**src/design/ptcp_pkg.sv**
```systemverilog
// Types, constants and helper functions of the pan/tilt command positioner
`default_nettype none
package ptcp_pkg;

    typedef enum logic [2:0] {
        CMD_LEFT     = 3'd0,
        CMD_RIGHT    = 3'd1,
        CMD_UP       = 3'd2,
        CMD_DOWN     = 3'd3,
        CMD_CENTER   = 3'd4,
        CMD_DIGIT    = 3'd5,
        CMD_CLEAR    = 3'd6,
        CMD_JOYSTICK = 3'd7
    } t_cmd;

    typedef enum logic [1:0] {
        CFG_PAN_LIMIT  = 2'd0,
        CFG_TILT_LIMIT = 2'd1,
        CFG_CENTER     = 2'd2,
        CFG_DEADBAND   = 2'd3
    } t_cfg_idx;

    localparam logic [9:0]        PendMax       = 10'd999;
    localparam logic [3:0]        DigitMax      = 4'd9;
    localparam logic [6:0]        PanLimitRst   = 7'd85;
    localparam logic [6:0]        TiltLimitRst  = 7'd80;
    localparam logic signed [7:0] CenterTiltRst = 8'sd55;
    localparam logic [3:0]        DeadbandRst   = 4'd2;

    typedef struct packed {
        logic [2:0]  command;
        logic        from_serial;
        logic [3:0]  digit_value;
        logic [11:0] stick_x_raw;
        logic [11:0] stick_y_raw;
    } t_in_word;

    typedef struct packed {
        logic signed [7:0] pan;
        logic signed [7:0] tilt;
        logic [9:0]        pend_val;
        logic              pend_set;
    } t_pos_state;

    typedef struct packed {
        logic [6:0]        pan_limit;
        logic [6:0]        tilt_limit;
        logic signed [7:0] center_tilt;
        logic [3:0]        deadband;
    } t_cfg;

    // trunc(raw*20/4096) == (raw*5) >> 10, range 0..19
    function automatic logic [4:0] joy_quant(input logic [11:0] raw);
        logic [14:0] prod;
        prod = 15'(raw) * 15'd5;
        return prod[14:10];
    endfunction

    function automatic logic signed [7:0] clamp_sym(input logic signed [11:0] v,
                                                    input logic [6:0] lim);
        logic signed [11:0] l;
        logic signed [11:0] r;
        l = signed'({5'b00000, lim});
        r = v;
        if (v > l) begin
            r = l;
        end else if (v < -l) begin
            r = -l;
        end
        return signed'(r[7:0]);
    endfunction

endpackage
`default_nettype wire

```
**src/design/ptcp_in_stage.sv**
```systemverilog
// Input register stage of the pan/tilt command positioner
`default_nettype none
module ptcp_in_stage
    import ptcp_pkg::*;
(
    input  wire logic     i_clk,
    input  wire logic     i_rst_n,
    input  wire logic     i_valid,
    output logic          o_ready,
    input  wire t_in_word i_word,
    output logic          o_valid,
    input  wire logic     i_take,
    output t_in_word      o_word
);

    logic     r_valid;
    t_in_word r_word;

    assign o_ready = !r_valid || i_take;
    assign o_valid = r_valid;
    assign o_word  = r_word;

    always_ff @(posedge i_clk) begin
        if (!i_rst_n) begin
            r_valid <= 1'b0;
        end else if (o_ready) begin
            r_valid <= i_valid;
        end
    end

    always_ff @(posedge i_clk) begin
        if (o_ready && i_valid) begin
            r_word <= i_word;
        end
    end

endmodule
`default_nettype wire

```
**src/design/ptcp_exec.sv**
```systemverilog
// Command datapath: step, center, digit entry, clear, joystick map and clamp
`default_nettype none
module ptcp_exec
    import ptcp_pkg::*;
(
    input  wire t_in_word   i_word,
    input  wire t_pos_state i_state,
    input  wire t_cfg       i_cfg,
    output t_pos_state      o_state
);

    t_cmd               w_cmd;
    logic               w_take;
    logic signed [11:0] w_step;
    logic signed [11:0] w_pan;
    logic signed [11:0] w_tilt;
    logic [9:0]         w_base;
    logic [13:0]        w_acc;
    logic [4:0]         w_qx;
    logic [4:0]         w_qy;
    logic signed [5:0]  w_jx;
    logic signed [5:0]  w_jy;
    logic [5:0]         w_ax;
    logic [5:0]         w_ay;
    logic               w_joy_move;

    assign w_cmd  = t_cmd'(i_word.command);
    assign w_take = (w_cmd == CMD_LEFT || w_cmd == CMD_RIGHT || w_cmd == CMD_UP ||
                     w_cmd == CMD_DOWN) && !i_word.from_serial && i_state.pend_set;
    assign w_step = w_take ? signed'({2'b00, i_state.pend_val}) : 12'sd1;

    assign w_base = i_state.pend_set ? i_state.pend_val : 10'd0;
    assign w_acc  = 14'(w_base) * 14'd10 + 14'(i_word.digit_value);

    assign w_qx = joy_quant(i_word.stick_x_raw);
    assign w_qy = joy_quant(i_word.stick_y_raw);
    assign w_jx = 6'sd10 - signed'({1'b0, w_qx});
    assign w_jy = signed'({1'b0, w_qy}) - 6'sd10;
    assign w_ax = (w_jx < 0) ? 6'(-w_jx) : 6'(w_jx);
    assign w_ay = (w_jy < 0) ? 6'(-w_jy) : 6'(w_jy);
    assign w_joy_move = (w_ax >= 6'(i_cfg.deadband)) || (w_ay >= 6'(i_cfg.deadband));

    always_comb begin
        w_pan            = 12'(i_state.pan);
        w_tilt           = 12'(i_state.tilt);
        o_state.pend_val = i_state.pend_val;
        o_state.pend_set = i_state.pend_set;
        case (w_cmd)
            CMD_LEFT:   w_pan  = w_pan + w_step;
            CMD_RIGHT:  w_pan  = w_pan - w_step;
            CMD_UP:     w_tilt = w_tilt - w_step;
            CMD_DOWN:   w_tilt = w_tilt + w_step;
            CMD_CENTER: begin
                w_pan  = 12'sd0;
                w_tilt = 12'(i_cfg.center_tilt);
            end
            CMD_DIGIT: begin
                if (i_word.digit_value <= DigitMax) begin
                    o_state.pend_val = (w_acc > 14'(PendMax)) ? PendMax : w_acc[9:0];
                    o_state.pend_set = 1'b1;
                end
            end
            CMD_CLEAR: begin
                o_state.pend_val = 10'd0;
                o_state.pend_set = 1'b0;
            end
            CMD_JOYSTICK: begin
                if (w_joy_move) begin
                    w_pan  = w_pan + 12'(w_jx);
                    w_tilt = w_tilt - 12'(w_jy);
                end
            end
            default: begin
            end
        endcase
        if (w_take) begin
            o_state.pend_val = 10'd0;
            o_state.pend_set = 1'b0;
        end
        o_state.pan  = clamp_sym(w_pan, i_cfg.pan_limit);
        o_state.tilt = clamp_sym(w_tilt, i_cfg.tilt_limit);
    end

endmodule
`default_nettype wire

```
**src/design/pan_tilt_command_positioner_unit.sv**
```systemverilog
// Top level of the pan/tilt command positioner
//
//   channel | direction | handshake                | payload
//   --------+-----------+--------------------------+------------------------------------
//   in      | input     | i_in_valid / o_in_ready  | command, serial flag, digit, stick x/y
//   out     | output    | o_out_valid / i_out_ready| pan, tilt, pending angle, pending set
//   cfg     | input     | i_cfg_we                 | i_cfg_index, i_cfg_data
//
// One word per cycle unless the output stalls; each accepted word waits in the input
// register, and its result is registered into the result register. The rate is set by the
// combinational datapath to the position/result registers, which update together.
// Synchronous active-low reset clears positions and holds a pending angle of zero.
// A stalled output holds its result; the input register fills behind it, then ready drops.
`default_nettype none
module pan_tilt_command_positioner_unit
    import ptcp_pkg::*;
(
    input  wire logic              i_clk,
    input  wire logic              i_rst_n,
    input  wire logic              i_in_valid,
    output logic                   o_in_ready,
    input  wire logic [2:0]        i_command,
    input  wire logic              i_from_serial,
    input  wire logic [3:0]        i_digit_value,
    input  wire logic [11:0]       i_stick_x_raw,
    input  wire logic [11:0]       i_stick_y_raw,
    output logic                   o_out_valid,
    input  wire logic              i_out_ready,
    output logic signed [7:0]      o_pan_angle,
    output logic signed [7:0]      o_tilt_angle,
    output logic [9:0]             o_pending_angle,
    output logic                   o_pending_set,
    input  wire logic              i_cfg_we,
    input  wire logic [1:0]        i_cfg_index,
    input  wire logic [7:0]        i_cfg_data
);

    t_in_word   w_in_word;
    t_in_word   w_stage_word;
    logic       w_stage_valid;
    logic       w_fire;
    t_pos_state r_state;
    t_pos_state n_state;
    t_pos_state r_out;
    logic       r_out_valid;
    t_cfg       r_cfg;

    assign w_in_word = '{command:     i_command,
                         from_serial: i_from_serial,
                         digit_value: i_digit_value,
                         stick_x_raw: i_stick_x_raw,
                         stick_y_raw: i_stick_y_raw};

    assign w_fire = w_stage_valid && (!r_out_valid || i_out_ready);

    ptcp_in_stage u_in_stage (
        .i_clk   (i_clk),
        .i_rst_n (i_rst_n),
        .i_valid (i_in_valid),
        .o_ready (o_in_ready),
        .i_word  (w_in_word),
        .o_valid (w_stage_valid),
        .i_take  (w_fire),
        .o_word  (w_stage_word)
    );

    ptcp_exec u_exec (
        .i_word  (w_stage_word),
        .i_state (r_state),
        .i_cfg   (r_cfg),
        .o_state (n_state)
    );

    always_ff @(posedge i_clk) begin
        if (!i_rst_n) begin
            r_cfg.pan_limit   <= PanLimitRst;
            r_cfg.tilt_limit  <= TiltLimitRst;
            r_cfg.center_tilt <= CenterTiltRst;
            r_cfg.deadband    <= DeadbandRst;
        end else if (i_cfg_we) begin
            case (t_cfg_idx'(i_cfg_index))
                CFG_PAN_LIMIT:  r_cfg.pan_limit   <= i_cfg_data[6:0];
                CFG_TILT_LIMIT: r_cfg.tilt_limit  <= i_cfg_data[6:0];
                CFG_CENTER:     r_cfg.center_tilt <= signed'(i_cfg_data);
                CFG_DEADBAND:   r_cfg.deadband    <= i_cfg_data[3:0];
                default: begin
                end
            endcase
        end
    end

    always_ff @(posedge i_clk) begin
        if (!i_rst_n) begin
            r_state <= '{pan: 8'sd0, tilt: 8'sd0, pend_val: 10'd0, pend_set: 1'b1};
        end else if (w_fire) begin
            r_state <= n_state;
        end
    end

    always_ff @(posedge i_clk) begin
        if (!i_rst_n) begin
            r_out_valid <= 1'b0;
        end else if (w_fire) begin
            r_out_valid <= 1'b1;
        end else if (i_out_ready) begin
            r_out_valid <= 1'b0;
        end
    end

    always_ff @(posedge i_clk) begin
        if (w_fire) begin
            r_out <= n_state;
        end
    end

    assign o_out_valid     = r_out_valid;
    assign o_pan_angle     = r_out.pan;
    assign o_tilt_angle    = r_out.tilt;
    assign o_pending_angle = r_out.pend_val;
    assign o_pending_set   = r_out.pend_set;

endmodule
`default_nettype wire

```
**config.mk**
```make
export PLATFORM = sky130hd
export DESIGN_NAME = pan_tilt_command_positioner_unit
export DESIGN_NICKNAME = d
export VERILOG_FILES = /design/src/design/ptcp_pkg.sv /design/src/design/ptcp_in_stage.sv /design/src/design/ptcp_exec.sv /design/src/design/pan_tilt_command_positioner_unit.sv
export SDC_FILE = /design/constraint.sdc
export NUM_CORES = 1
export LEC_CHECK = 0
export BUFFER_PORTS_ARGS = -buffer_cell sky130_fd_sc_hd__buf_2
export CELL_PAD_IN_SITES_DETAIL_PLACEMENT = 1
export CELL_PAD_IN_SITES_GLOBAL_PLACEMENT = 1
export CORE_UTILIZATION = 45
export DETAILED_ROUTE_END_ITERATION = 16
export PLACE_DENSITY_LB_ADDON = 0.1
export SYNTH_ARGS = -nofsm -noshare
export SYNTH_HDL_FRONTEND = slang
export SYNTH_SLANG_ARGS = --single-unit
```
**constraint.sdc**
```tcl
create_clock -name i_clk -period 20.9 [get_ports i_clk]
set_clock_uncertainty 0.1 [all_clocks]
set_input_delay 4.18 -clock i_clk [delete_from_list [all_inputs] [get_ports i_clk]]
set_output_delay 4.18 -clock i_clk [all_outputs]
set_load 0.02 [all_outputs]
```
# Word-level counts from Yosys, hierarchy flattened
# Cells that the tools add are included.
# totals
ff_bits	114
in_bits	47
elab_cells	93
# classes
addsub	13
mul	3
n_lt_le_gt_ge	10
eq_ne	10
muxes	18
n_reduce_logical	20
# ops
op	n
$pmux 12 s4	2
$mux 8	4
$mul 12x3->15 const B	2
$mux 10	3
$add 8x11->12	2
$gt 12x8->1	2
$lt 12x12->1	2
$mux 12	2
$neg 7->12	2
$sub 8x11->12	2
$mux 11	2
$pmux 11 s2	1
$add 14x4->14	1
$gt 14x10->1 const B	1
$mul 10x3->13 const B	1
$eq 3x3->1 const B	4
$ge 6x4->1	2
$lt 6x1->1 const B	2
$mux 6	2
$neg 6->6	2
$add 8x6->9	1
$sub 8x6->9	1
$reduce_and 2->1	4
$eq 3x2->1 const B	2
other kinds (13)	25

# Depth between registers and ports, before layout
# depth
ltp_word	12
depth_mapped	42
mapped_depth_nobuf	38

# Hierarchy
# From an unflattened synthesis, not the netlist that was laid out.
# hier_totals
cells_unflattened	1179
area_unflattened_um2	10279.9
# modules_own_cells
module	n_inst	cells_per_inst	area_per_inst_um2	seq_area_each_um2
ptcp_exec	1	898	6422.4	0.0
pan_tilt_command_positioner_unit	1	244	2839.0	1891.8
ptcp_in_stage	1	37	1018.5	980.9

# Worst setup path after synthesis
# No wires, ideal clock.
# synth_path
path_type	input to output
startpoint	in i_out_ready
endpoint	out o_in_ready
arrival_ps	4532
required_ps	16620
slack_ps	12088
stages	2
cell_sequence	nor2b_1 > nand2_1
# synth_between
elab_chain_len	3
# synth_rtl
element	line_no	text
start: declaration	pan_tilt_command_positioner_unit.sv:28	input wire logic i_out_ready,
$logic_or 1x1->1	pan_tilt_command_positioner_unit.sv:54	assign w_fire = w_stage_valid && (!r_out_valid || i_out_ready);
$logic_and 1x1->1	pan_tilt_command_positioner_unit.sv:54	
$logic_or 1x1->1	ptcp_in_stage.sv:19	assign o_ready = !r_valid || i_take;
end: declaration	pan_tilt_command_positioner_unit.sv:21	output logic o_in_ready,
# Every way passes these cells.

# Worst setup path in the final report
# Same ends and word-level chain as after synthesis.

==> impl_results.md <==
- Status: finished clean
- DRC: 0
- Slowest stage delay, CP: 0.21 ns
- Maximum VDD drop: 0.0439 mV
- Routed len/inst: 18.9 um
- Clock power frac: 27.9%
- Buffer and inverter count on the worst path: 2
- Largest net degree at the start of global routing: 39
- Crit Path Class: input port to primary output
- Ranking of synthesized cells by area: ha_1, edfxtp_1, dfxtp_1, nor2_1, a21oi_1
- Crit-path cells: buf_2 > nor2b_1 > nand2_1 > buf_2
- Gr usage total: 26.1%
- Yosys top cell by area: ha_1
- Sequential share of power: 27.2%
- Final hold vios: 0
- CP Max Fanout: 4
- Antenna viol nets, final: 0
- Layout Cells excl Fill: 1593
- Crit path top cell by count: buf_2
- GPL Wtd Cong: slightly below 0.9
- # nets final: around 1500
- Sw Pwr: 0.401 mW
- CTS Buf Count: 17
- Vias in the first global route: 9389
- Crit-path slowest cell: nor2b_1
- Setup_tns: 0 ns
- F_max: 111 MHz
- Grt met3 use: 3.61%
- Delay-heaviest family, CP: simple AND/OR/NAND/NOR gates
- H-tree Lvls: 4
- DPL Wire Length: ~23 mm
- Hold_buf cts: 0
- CTS tree: done
- Hold Crit Class: register to register
- Worst r2r src: u_in_stage.o_word[6]$_DFFE_PP_
- Number of synthesized flops with an enable pin: 59
- Worst hold path startpoint: r_cfg[10]$_SDFFE_PN0P_
- GR met1 Demand/Resource: about 33%
- Post-CTS sizing: 0
- Placed cell area: 11000 um2
- Die W: between 150 and 200 um
- Post-CTS setup buffer count: 0
- Initial antenna violation count: 1
- Starting Density: a little under half
- Yosys reg bits: ~110
- CP Capture Type: primary output
- Post-synth ARST share: 0%
- Skew-Pair Late Insertion Delay: 0.43 ns
- Layer with the highest usage: met2
- Max_cap viols: 0
- Clk root buf: clkbuf_16
- R2R depth: 35
- Slack of the worst reg-to-reg path: 12.18 ns
- Worst r2r dst: o_pan_angle[2]$_DFFE_PP_
- CORE AREA: 22700 um2
- Rel. slew slack: 26.3%
- Clock tree buffer depth: 2
- Total I/O pin count: 76
- Final instance area: 11600 um2
- WHS Endpoint: r_cfg[10]$_SDFFE_PN0P_
- Power per cell area: 87.9 nW/um2
- Die area: 23800 um2
- Global-route wire length before repair: 48.7 mm
- Syn_area_per_cell: between 8 and 9 um2
- Main flop type after synthesis: edfxtp_1
- Synth unique cells: 82
- Minimum clock period: 9.03 ns
- Post-Synthesis Cells: 1235
- Hold Path Depth: 2
- Critical Path RT: about 17 ns
- Routed vias/inst: around 5.8
- Sequential share of the synthesized area: between 20% and 30%
- DR vias: 9261
- Die height: 154 um
- PortBufs: 75
- Pint: 0.620 mW
- Worst EP arrival: 4.75 ns
- Sink Count: about 110
- Starting DRT DRC Count: around 380
- Final Max Tran Viols: 0
- Rows: 55
- Detailed-route wire length: 30.1 mm
- Setup-failing EPs final: 0
- Syn_nets: 1434
- Yosys top cell area share: between 15 and 20%
- Netlist Area Pre-Place: 10400 um2
- Reg clk slew, reported paths: 0.05 ns
- Leak: 5.22 nW
- Sw Share: 39.3%
- Syn. warnings: 0
- Startpoint Class: input port
- Fin crit share: 43.2%
- Finished Core Util: 51.1%
- Met2 Use GR: 46.7%
- Worst Max-Slew Pin Slew: between 1 and 1.5 ns
- DR pass1 iterations: 5
- Placed insts: 1560
- Layout cells sized above 1: 11.5%
- Total gr overflow: 0
- RSZ-0062 raised after global routing: false
- Logic gate share of total power: 44.9%
- P&R area growth vs syn: 11.2%
==> cells in the mapped netlist (5+ instances only) <==
library cell and instances:
mux2_2 5, mux2i_1 21, inv_1 73, or3_1 12, a21o_1 16, nor2_1 125
buf_1 5, o31ai_1 8, or2_2 10, xor2_1 20, nand2_1 108, nor3b_1 5
clkbuf_1 32, ha_1 146, nor2b_1 18, dfxtp_1 55, o21a_1 27, a211oi_1 13
fa_1 6, a31oi_1 16, nand2b_1 26, xnor2_1 46, o22ai_1 11, nand3_1 35
a21oi_1 91, o21ai_0 68, o21bai_1 10, o211ai_1 14, edfxtp_1 59, nor3_1 25
nand4_1 7, o211a_1 10, and2_1 18, nand3b_1 6
==> state kept, by name (all words and copies together), names as in the netlist <==
| name | cells |
|---|---|
| u_in_stage.o_word | 32 |
| r_state | 27 |
| r_cfg | 26 |
| o_pending_angle | 10 |
| o_pan_angle | 8 |
| o_tilt_angle | 8 |
| o_out_valid | 1 |
| o_pending_set | 1 |
| u_in_stage.o_valid | 1 |
==> layout make-up <==
type	count	area (um2)
tap	285	357
clock buffer	22	475
fill	2759	11100
timing repair buffer	82	428
sequential	114	2870
inverter	75	282
clock inverter	10	82.6
multi-input combinational	1004	7110
antenna	1	2.50
==> worst register-to-register path: cells and delay by family (launching register included) <==
| family | cells | cell delay [ns] |
|---|---|---|
| buf+inv | 1 | 0.08 |
| flops | 1 | 0.42 |
| fa+ha+maj | 5 | 1.42 |
| compound gates | 21 | 4.82 |
| simple gates | 7 | 1.40 |
| mux | 1 | 0.25 |
==> placed cells by master, fill, tap and decap left out, drive strengths merged, types with 5 or more instances in the layout <==
cell	count
ha	146
nor2	125
nand2	108
a21oi	94
buf	82
inv	75
o21ai	73
edfxtp	59
dfxtp	55
xnor2	46
nand3	36
o21a	27
nand2b	26
nor3	26
clkbuf	22
mux2i	21
xor2	20
nor2b	18
and2	18
a21o	16
a31oi	16
o211ai	14
a211oi	13
o22ai	13
or3	12
or2	11
o21bai	10
o211a	10
o31ai	8
clkinv	8
nand4	7
nand3b	6
fa	6
mux2	6
nor3b	5
o311a	5
==> power groups by stage <==
stage / Sequential (mW) / Clock (mW) / Combinational (mW)
2_1_floorplan: 0.283 / 0 / 0.346
3_3_place_gp: 0.282 / 0 / 0.438
3_5_place_dp: 0.282 / 0 / 0.453
4_1_cts: 0.278 / 0.288 / 0.460
5_1_grt: 0.280 / 0.297 / 0.513
6_report: 0.278 / 0.284 / 0.458
==> worst max path at each step <==
| stage | start | to | slack (ns) | cells past startpoint |
|---|---|---|---|---|
| finish | i_out_ready | o_in_ready | 11.87 | 4 |
| global route | u_in_stage.o_word[6]$_DFFE_PP_ | o_pan_angle[2]$_DFFE_PP_ | 11.56 | 35 |
| CTS | i_out_ready | o_in_ready | 11.87 | 4 |
| detailed placement | i_out_ready | o_in_ready | 11.87 | 4 |
| global placement | i_out_ready | o_in_ready | 11.90 | 4 |
| floorplan | i_out_ready | o_in_ready | 12.09 | 2 |
==> kinds of logic after synthesis <==
family          after synthesis  share of synthesized area (%)
fa+ha+maj                   154                           18.9
flops                       114                           27.5
simple gates                408                           18.5
xor+xnor                     66                           5.54
buf+inv                     117                           4.37
compound gates              349                           22.5
mux                          27                           2.70
==> through the flow <==
stage	hold slack [ns]	worst slack (ns)	power [mW]
2_1_floorplan	0.335	12.09	0.630
3_3_place_gp	0.341	11.90	0.720
3_5_place_dp	0.350	11.87	0.735
4_1_cts	0.360	11.87	1.03
5_1_grt	0.396	11.56	1.09
6_report	0.357	11.87	1.02
==> metal layers <==
metal / wire (um) / part of all wire, % / up-vias
met5: 0 / 0 / -
met4: 456 / 1.5 / 0
met3: 718 / 2.4 / 31
met2: 14900 / 49 / 121
met1: 14000 / 47 / 4493
li1: - / - / 4616
Note: power is estimated with default switching activity, not from simulation.
